--- config.mk ---
export PLATFORM = sky130hd
export DESIGN_NAME = ordered_char_list_engine
export DESIGN_NICKNAME = d
export VERILOG_FILES = /design/src/hw/rtl/ocle_pkg.sv /design/src/hw/rtl/ocle_ram.sv /design/src/hw/rtl/ordered_char_list_engine.sv
export VERILOG_INCLUDE_DIRS = /design/src /design/src/hw/rtl
export SDC_FILE = /design/constraint.sdc
export NUM_CORES = 1
export LEC_CHECK = 0
export ABC_AREA = 0
export BUFFER_PORTS_ARGS = -buffer_cell sky130_fd_sc_hd__buf_2
export CAP_MARGIN = 20
export CORE_MARGIN = 3
export CORE_UTILIZATION = 55
export DETAILED_ROUTE_END_ITERATION = 6
export MAX_ROUTING_LAYER = met4
export PLACE_DENSITY = 0.8
export REMOVE_ABC_BUFFERS = 1
export SETUP_SLACK_MARGIN = 0.05
export SLEW_MARGIN = 20
export SYNTH_ARGS = -nofsm -noshare
export SYNTH_HDL_FRONTEND = slang
export SYNTH_HIERARCHICAL = 1
export SYNTH_SLANG_ARGS = --single-unit
--- constraint.sdc ---
create_clock -name clk -period 2.7 [get_ports clk]
set_input_delay 0.27 -clock clk [delete_from_list [all_inputs] [get_ports clk]]
set_output_delay 0.27 -clock clk [all_outputs]
set_load 0.01 [all_outputs]
--- src/hw/rtl/ordered_char_list_engine_assert.svh ---
// Assertion macros shared by the ordered list engine RTL.
// Each macro expects a clock named clk and a reset named rst in the using scope.
`ifndef ORDERED_CHAR_LIST_ENGINE_ASSERT_SVH
`define ORDERED_CHAR_LIST_ENGINE_ASSERT_SVH

// The consequent must hold in the same cycle as the antecedent.
`define OCLE_ASSERT_SAME(label, ante, cons, msg) \
  label: assert property (@(posedge clk) disable iff (rst) (ante) |-> (cons)) \
    else $error(msg);

// The consequent must hold in the cycle after the antecedent.
`define OCLE_ASSERT_NEXT(label, ante, cons, msg) \
  label: assert property (@(posedge clk) disable iff (rst) (ante) |=> (cons)) \
    else $error(msg);

`endif

--- src/hw/rtl/ocle_pkg.sv ---
// Shared types and codes for the ordered list engine.
// No dependencies; used by ordered_char_list_engine.
package ocle_pkg;

  // Operation kinds carried by an input item.
  localparam logic [2:0] KIND_INS_SORTED = 3'd0;
  localparam logic [2:0] KIND_INS_BACK   = 3'd1;
  localparam logic [2:0] KIND_INS_FRONT  = 3'd2;
  localparam logic [2:0] KIND_DEL_VALUE  = 3'd3;
  localparam logic [2:0] KIND_REM_FRONT  = 3'd4;

  // Result status codes.
  localparam logic [1:0] ST_OK        = 2'd0;
  localparam logic [1:0] ST_FULL      = 2'd1;
  localparam logic [1:0] ST_NOT_FOUND = 2'd2;
  localparam logic [1:0] ST_EMPTY     = 2'd3;

  // Sequencer states.
  typedef enum logic [3:0] {
    S_IDLE,
    S_DECIDE,
    S_SRCH_RD,
    S_SRCH_CMP,
    S_OPEN_RD,
    S_OPEN_WR,
    S_PUT,
    S_TAKE_RD,
    S_TAKE_CAP,
    S_CLOSE_RD,
    S_CLOSE_WR,
    S_FRONT_RD,
    S_FRONT_CAP,
    S_DONE
  } state_t;

endpackage

--- src/hw/rtl/ocle_ram.sv ---
// Generic single-write, single-read RAM with a registered read port.
// No dependencies; used by ordered_char_list_engine for list storage.
module ocle_ram #(
  parameter int WIDTH = 8,
  parameter int DEPTH = 16
) (
  input  logic                     clk,
  input  logic                     we,
  input  logic [$clog2(DEPTH)-1:0] waddr,
  input  logic [WIDTH-1:0]         wdata,
  input  logic [$clog2(DEPTH)-1:0] raddr,
  output logic [WIDTH-1:0]         rdata
);

  logic [WIDTH-1:0] mem [DEPTH];

  // Write port and registered read port.
  always_ff @(posedge clk) begin
    if (we) begin
      mem[waddr] <= wdata;
    end
    rdata <= mem[raddr];
  end

endmodule

--- src/hw/rtl/ordered_char_list_engine.sv ---
// Ordered byte list engine: one result item per request item.
// Depends on ocle_pkg, ocle_ram and ordered_char_list_engine_assert.svh.
// Full, empty and ignored requests go straight to reading the front entry for the result; an
// insert at the back writes its entry first; a search or shift steps through the list RAM one
// entry at a time, with two states for each entry. The next item is accepted the cycle after the
// result is taken. Reset empties the list (count zero); the storage itself is not cleared.
`include "ordered_char_list_engine_assert.svh"

module ordered_char_list_engine #(
  parameter int CAPACITY = 16
) (
  input  logic       clk,
  input  logic       rst,
  input  logic       in_valid,
  output logic       in_stall,
  input  logic [2:0] kind,
  input  logic [7:0] value,
  output logic       out_valid,
  input  logic       out_stall,
  output logic [1:0] status,
  output logic [7:0] removed_value,
  output logic [4:0] entry_count,
  output logic [7:0] front_value
);

  localparam int AW = $clog2(CAPACITY);
  localparam int CW = $clog2(CAPACITY + 1);

  ocle_pkg::state_t state, state_next;

  logic [2:0]    op_kind;
  logic [7:0]    op_value;
  logic [CW-1:0] count, count_next;
  logic [CW-1:0] pos, pos_next;
  logic [CW-1:0] idx, idx_next;
  logic [1:0]    status_next;
  logic [7:0]    removed_next;
  logic [7:0]    front_next;
  logic [CW-1:0] idx_p1;
  logic [CW-1:0] idx_m1;

  logic          mem_we;
  logic [AW-1:0] mem_waddr;
  logic [7:0]    mem_wdata;
  logic [AW-1:0] mem_raddr;
  logic [7:0]    mem_rdata;

  // List storage, in list order with the front entry at address zero.
  ocle_ram #(
    .WIDTH(8),
    .DEPTH(CAPACITY)
  ) u_list_ram (
    .clk  (clk),
    .we   (mem_we),
    .waddr(mem_waddr),
    .wdata(mem_wdata),
    .raddr(mem_raddr),
    .rdata(mem_rdata)
  );

  assign idx_p1      = idx + CW'(1);
  assign idx_m1      = idx - CW'(1);
  assign in_stall    = (state != ocle_pkg::S_IDLE);
  assign out_valid   = (state == ocle_pkg::S_DONE);
  assign entry_count = 5'(count);

  // State and control registers.
  always_ff @(posedge clk) begin
    if (rst) begin
      state <= ocle_pkg::S_IDLE;
      count <= '0;
    end else begin
      state <= state_next;
      count <= count_next;
    end
  end

  // Item and result payload registers.
  always_ff @(posedge clk) begin
    if (state == ocle_pkg::S_IDLE && in_valid) begin
      op_kind  <= kind;
      op_value <= value;
    end
    pos           <= pos_next;
    idx           <= idx_next;
    status        <= status_next;
    removed_value <= removed_next;
    front_value   <= front_next;
  end

  // Sequencer: search, shift and write steps, one RAM access each.
  always_comb begin
    state_next   = state;
    count_next   = count;
    pos_next     = pos;
    idx_next     = idx;
    status_next  = status;
    removed_next = removed_value;
    front_next   = front_value;
    mem_we       = 1'b0;
    mem_waddr    = idx[AW-1:0];
    mem_wdata    = mem_rdata;
    mem_raddr    = idx[AW-1:0];

    case (state)
      ocle_pkg::S_IDLE: begin
        if (in_valid) begin
          status_next  = ocle_pkg::ST_OK;
          removed_next = '0;
          state_next   = ocle_pkg::S_DECIDE;
        end
      end

      // Pick the walk that the operation kind needs.
      ocle_pkg::S_DECIDE: begin
        case (op_kind)
          ocle_pkg::KIND_INS_SORTED, ocle_pkg::KIND_INS_BACK, ocle_pkg::KIND_INS_FRONT: begin
            if (count == CW'(CAPACITY)) begin
              status_next = ocle_pkg::ST_FULL;
              state_next  = ocle_pkg::S_FRONT_RD;
            end else if (op_kind == ocle_pkg::KIND_INS_SORTED) begin
              idx_next   = '0;
              state_next = ocle_pkg::S_SRCH_RD;
            end else if (op_kind == ocle_pkg::KIND_INS_BACK) begin
              pos_next   = count;
              state_next = ocle_pkg::S_PUT;
            end else begin
              pos_next   = '0;
              idx_next   = count;
              state_next = ocle_pkg::S_OPEN_RD;
            end
          end
          ocle_pkg::KIND_DEL_VALUE, ocle_pkg::KIND_REM_FRONT: begin
            if (count == '0) begin
              status_next = ocle_pkg::ST_EMPTY;
              state_next  = ocle_pkg::S_FRONT_RD;
            end else if (op_kind == ocle_pkg::KIND_REM_FRONT) begin
              state_next = ocle_pkg::S_TAKE_RD;
            end else begin
              idx_next   = '0;
              state_next = ocle_pkg::S_SRCH_RD;
            end
          end
          default: begin
            state_next = ocle_pkg::S_FRONT_RD;
          end
        endcase
      end

      // Linear search: read one entry, compare it in the next cycle.
      ocle_pkg::S_SRCH_RD: begin
        if (idx == count) begin
          if (op_kind == ocle_pkg::KIND_INS_SORTED) begin
            pos_next   = count;
            state_next = ocle_pkg::S_PUT;
          end else begin
            status_next = ocle_pkg::ST_NOT_FOUND;
            state_next  = ocle_pkg::S_FRONT_RD;
          end
        end else begin
          state_next = ocle_pkg::S_SRCH_CMP;
        end
      end

      ocle_pkg::S_SRCH_CMP: begin
        if (op_kind == ocle_pkg::KIND_INS_SORTED) begin
          if (op_value <= mem_rdata) begin
            pos_next   = idx;
            idx_next   = count;
            state_next = ocle_pkg::S_OPEN_RD;
          end else begin
            idx_next   = idx_p1;
            state_next = ocle_pkg::S_SRCH_RD;
          end
        end else begin
          if (op_value == mem_rdata) begin
            removed_next = op_value;
            state_next   = ocle_pkg::S_CLOSE_RD;
          end else begin
            idx_next   = idx_p1;
            state_next = ocle_pkg::S_SRCH_RD;
          end
        end
      end

      // Open a gap at pos by moving entries one place toward the back.
      ocle_pkg::S_OPEN_RD: begin
        mem_raddr = idx_m1[AW-1:0];
        if (idx == pos) begin
          state_next = ocle_pkg::S_PUT;
        end else begin
          state_next = ocle_pkg::S_OPEN_WR;
        end
      end

      ocle_pkg::S_OPEN_WR: begin
        mem_we     = 1'b1;
        idx_next   = idx_m1;
        state_next = ocle_pkg::S_OPEN_RD;
      end

      ocle_pkg::S_PUT: begin
        mem_we     = 1'b1;
        mem_waddr  = pos[AW-1:0];
        mem_wdata  = op_value;
        count_next = count + CW'(1);
        state_next = ocle_pkg::S_FRONT_RD;
      end

      // Fetch the front entry for a remove-front.
      ocle_pkg::S_TAKE_RD: begin
        mem_raddr  = '0;
        state_next = ocle_pkg::S_TAKE_CAP;
      end

      ocle_pkg::S_TAKE_CAP: begin
        removed_next = mem_rdata;
        idx_next     = '0;
        state_next   = ocle_pkg::S_CLOSE_RD;
      end

      // Close the gap at idx by moving later entries one place forward.
      ocle_pkg::S_CLOSE_RD: begin
        mem_raddr = idx_p1[AW-1:0];
        if (idx_p1 >= count) begin
          count_next = count - CW'(1);
          state_next = ocle_pkg::S_FRONT_RD;
        end else begin
          state_next = ocle_pkg::S_CLOSE_WR;
        end
      end

      ocle_pkg::S_CLOSE_WR: begin
        mem_we     = 1'b1;
        idx_next   = idx_p1;
        state_next = ocle_pkg::S_CLOSE_RD;
      end

      // Read the front entry for the result.
      ocle_pkg::S_FRONT_RD: begin
        mem_raddr  = '0;
        state_next = ocle_pkg::S_FRONT_CAP;
      end

      ocle_pkg::S_FRONT_CAP: begin
        front_next = (count == '0) ? 8'd0 : mem_rdata;
        state_next = ocle_pkg::S_DONE;
      end

      ocle_pkg::S_DONE: begin
        if (!out_stall) begin
          state_next = ocle_pkg::S_IDLE;
        end
      end

      default: begin
        state_next = ocle_pkg::S_IDLE;
      end
    endcase
  end

  // Checks on the sequencer and the entry count.
  `OCLE_ASSERT_SAME(a_count_bound, 1'b1, count <= CW'(CAPACITY),
    "entry count exceeds capacity")
  `OCLE_ASSERT_SAME(a_full_status, out_valid && status == ocle_pkg::ST_FULL,
    count == CW'(CAPACITY), "full status reported on a list with room")
  `OCLE_ASSERT_SAME(a_empty_status, out_valid && status == ocle_pkg::ST_EMPTY,
    count == '0, "empty status reported on a list with entries")
  `OCLE_ASSERT_NEXT(a_accept_decide, in_valid && !in_stall,
    state == ocle_pkg::S_DECIDE, "accepted item did not start decoding")

endmodule
==> key figures <==
Layout
  – ANT cells: 0
  – Area Growth Syn to Fin: 15.1%
  – Share of layout cells above drive strength 1: 23.9%
  – Util after Layout: about two thirds
  – Fin area: 9860 sq um
  – Nets: 717
  – Non-Filler Instances: 879

Logic synthesis
  – Yosys top cell by area: edfxtp_1
  – Post-synth EDFFs: 167
  – Cell area after synthesis: 8570 sq um
  – Leading cell types by count after synthesis: edfxtp_1 (167), nor2_1 (51), nand2_1 (48), a21oi_1 (24), o21ai_0 (21)
  – Yosys top cell area share: between 50% and 60%
  – Ranking of synthesized cells by area: edfxtp_1 (59%), mux4_2 (4.7%), mux4_1 (4.3%)
  – Ys flop type: edfxtp_1
  – FFs w/ async S/R, synth: 0%
  – Synth Area per Inst: around 14 sq um
  – Flop and latch count out of synthesis: 184
  – Cell with the most instances after synthesis: edfxtp_1
  – Synth Instances: 604
  – Yosys warns: 6
  – Post-synthesis sequential area ratio: roughly 62%
  – Post-synth cell types: between 60 and 70

Global route
  – Initial antenna violation count: 0
  – Vias in the first global route: 5385
  – First-pass GRT wire length: 30000 microns
  – Total global routing overflow: 0
  – GRT Overall Usage: 24.5%
  – Largest net degree at the start of global routing: 33

Routing
  – Initial DRC Count: 596
  – Wire length per cell: 22.5 microns
  – Drt drc: 0
  – DR vias: 5651
  – Via density: 6.43
  – Initial DRT Pass Iterations: 5
  – Detailed Route WL: 19800 microns
  – Final ANT Viol Nets: 0

Critical path
  – Max stage delay on crit path: 0.51 ns
  – Setup CP Type: flip-flop to flip-flop
  – Endpoint class of the critical path: flip-flop
  – Critical Path, Cell by Cell: inv_1 -> ha_2 -> ha_1 -> a211oi_1 -> o21bai_1 -> a31oi_4 -> o211ai_1 -> o221a_1
  – Required time of the critical path: 3.02 ns
  – Critical-path top delay cell: edfxtp_1
  – Critical Path Fanout Max: 8
  – CP arrival: 2.82 ns
  – Startpoint type of the worst setup path: flip-flop

Clocking
  – Num CTS Buffers: 17
  – Clock-pin slew on the worst setup and hold paths: around 0.070 ns
  – CTS tree: done
  – CTS max path bufs: 2
  – CTS Root Cell: clkbuf_16
  – Htree depth: 4
  – Total clock sinks: 184
  – Worst-Skew Late Latency: 0.43 ns

STA
  – Fin crit share: 92.7%
  – Hold Slack: around 0.016 ns
  – Final hold vios: 0
  – Fmax: 0.400 GHz
  – Period minus WS final: 2.50 ns
  – Pins Over Slew Limit: 0
  – Max-slew headroom: roughly 34%
  – Total Neg Setup Slack: 0 ns
  – Worst setup margin: between 0.15 and 0.2 ns
  – RSZ-0062 raised after global routing: no
  – Least-Margin Pin Slew: between 0.9 and 1 ns
  – Final Skew: roughly 0.013 ns
  – Final setup vio count: 0

Pwr
  – P_sw: 4.15 mW
  – Total power: ~11 mW
  – Sequential Power Share: 36.2%
  – Comb pwr share: 42.4%
  – Leakage power: 3.56 nW
  – Switch share: 36.5%
  – Peak VDD IR: 665 uV
  – Clock network fraction of design power: 21.4%
  – Int Power: 7.23 mW
  – Power Dens Cells: 1150 nW/um^2

Placed design
  – I/O Buffers: 39
  – Placer Congestion: 1.01
  – Place WS: 0.0668 ns
  – Placed cell area: just over 9000 sq um
  – HPWL after DPL: 13300 microns
  – Placed cells: between 800 and 900

Floorplan
  – IO Pins: 40
  – Chip height: 131 microns
  – Die width: 131 microns
  – Initial Util: 57.7%
  – Core box area: 14900 sq um
  – Rows: 44
  – Die area: around 17000 sq um

Worst hold path
  – Worst Hold Class: primary input to flip-flop

Job
  – Max_cap viols: 0

Run status
  – Status: finished clean
[critical path, delay by kind of cell, from the launching register on]
| kind | cells | cell delay, ns |
|---|---|---|
| DFF | 1 | 0.51 |
| adders and majority gates | 2 | 0.63 |
| buffers and inverters | 1 | 0.19 |
| AOI/OAI and AO/OA | 5 | 1.05 |
[power groups by stage]
stage / Clock [mW] / Combinational (mW) / Sequential, mW
detailed placement: 0 / 4.55 / 4.17
floorplan: 0 / 2.89 / 4.22
global route: 2.56 / 5.17 / 4.16
finish: 2.43 / 4.82 / 4.12
CTS: 2.47 / 4.62 / 4.11
global placement: 0 / 4.43 / 4.16
[worst paths after layout]
check / from / endpoint / slack (ns) / depth (start not counted)
worst min-delay path: value[5] / op_value[5] / 0.02 / 1
worst min register to register: u_list_ram/rdata[3] / removed_value[3] / 0.56 / 1
worst max register to register: idx[0] / state[0] / 0.20 / 8
worst max-delay path: idx[0] / state[0] / 0.20 / 8
[cells in the final DEF (no fill, tap or decap), drive strengths merged, types with 3 or more instances in the layout]
cell type | Yosys | routed
a21o | 4 | 4
a21oi | 24 | 24
a221o | 3 | 3
a22o | 15 | 15
a22oi | 16 | 16
a31oi | 9 | 9
and2 | 5 | 5
buf | 26 | 93
clkbuf | 6 | 20
clkinv | 0 | 5
dfxtp | 17 | 17
edfxtp | 167 | 167
ha | 18 | 18
inv | 19 | 22
mux2 | 3 | 3
mux4 | 32 | 32
nand2 | 49 | 49
nand2b | 12 | 12
nand3 | 10 | 10
nand3b | 5 | 5
nand4 | 4 | 4
nor2 | 52 | 52
nor2b | 7 | 7
nor3 | 15 | 15
nor4 | 3 | 3
o21ai | 25 | 25
o22ai | 3 | 3
or3 | 4 | 4
xnor2 | 9 | 9
xor2 | 11 | 11
[cell type report]
class	count	area, sq um
clock inverter	12	144
inverter	19	76.3
tap	184	230
multi-input combinational	366	2950
fill	996	5000
timing repair buffer	95	671
sequential	184	5360
clock buffer	19	433
[registers in the layout, indices dropped and copies added (netlist names), 4 cells and up]
| register | count |
|---|---|
| state | 4 |
| front_value | 8 |
| pos | 5 |
| idx | 5 |
| removed_value | 8 |
| u_list_ram/rdata | 8 |
| entry_count | 5 |
| op_value | 8 |
| u_list_ram/mem | 128 |
[repair_timing]
| item | in CTS | in global routing |
|---|---|---|
| setup endpoints to repair | 1 | 43 |
| hold endpoints to repair | 1 | 0 |
| hold buffers | 1 | 0 |
| buffers inserted | 1 | 4 |
| gates resized for setup | 0 | 9 |
| pin swaps | 0 | 1 |
| gates cloned | 0 | 1 |
[cells by family (layout without fill, tap and decap cells)]
logic type               count (synthesis)  in the layout  synth area share [%]
flip-flops                             184            184                  62.5
AND/OR/NAND/NOR                        173            173                  10.1
XOR/XNOR                                20             20                  2.04
multiplexers                            37             37                  9.65
buffers and inverters                   54            145                  3.45
adder cells (fa/ha/maj)                 19             19                  2.86
AO/OA/AOI/OAI                          117            117                  9.40
[layer usage]
layer	up-vias	global-route usage [%]	part of all wire, %
met5	-	-	0
met4	0	8.59	2.2
met3	35	5.65	7.9
met2	301	36.8	48
met1	2816	33.2	42
li1	2499	-	-
Note: power is estimated with default switching activity, not from simulation.
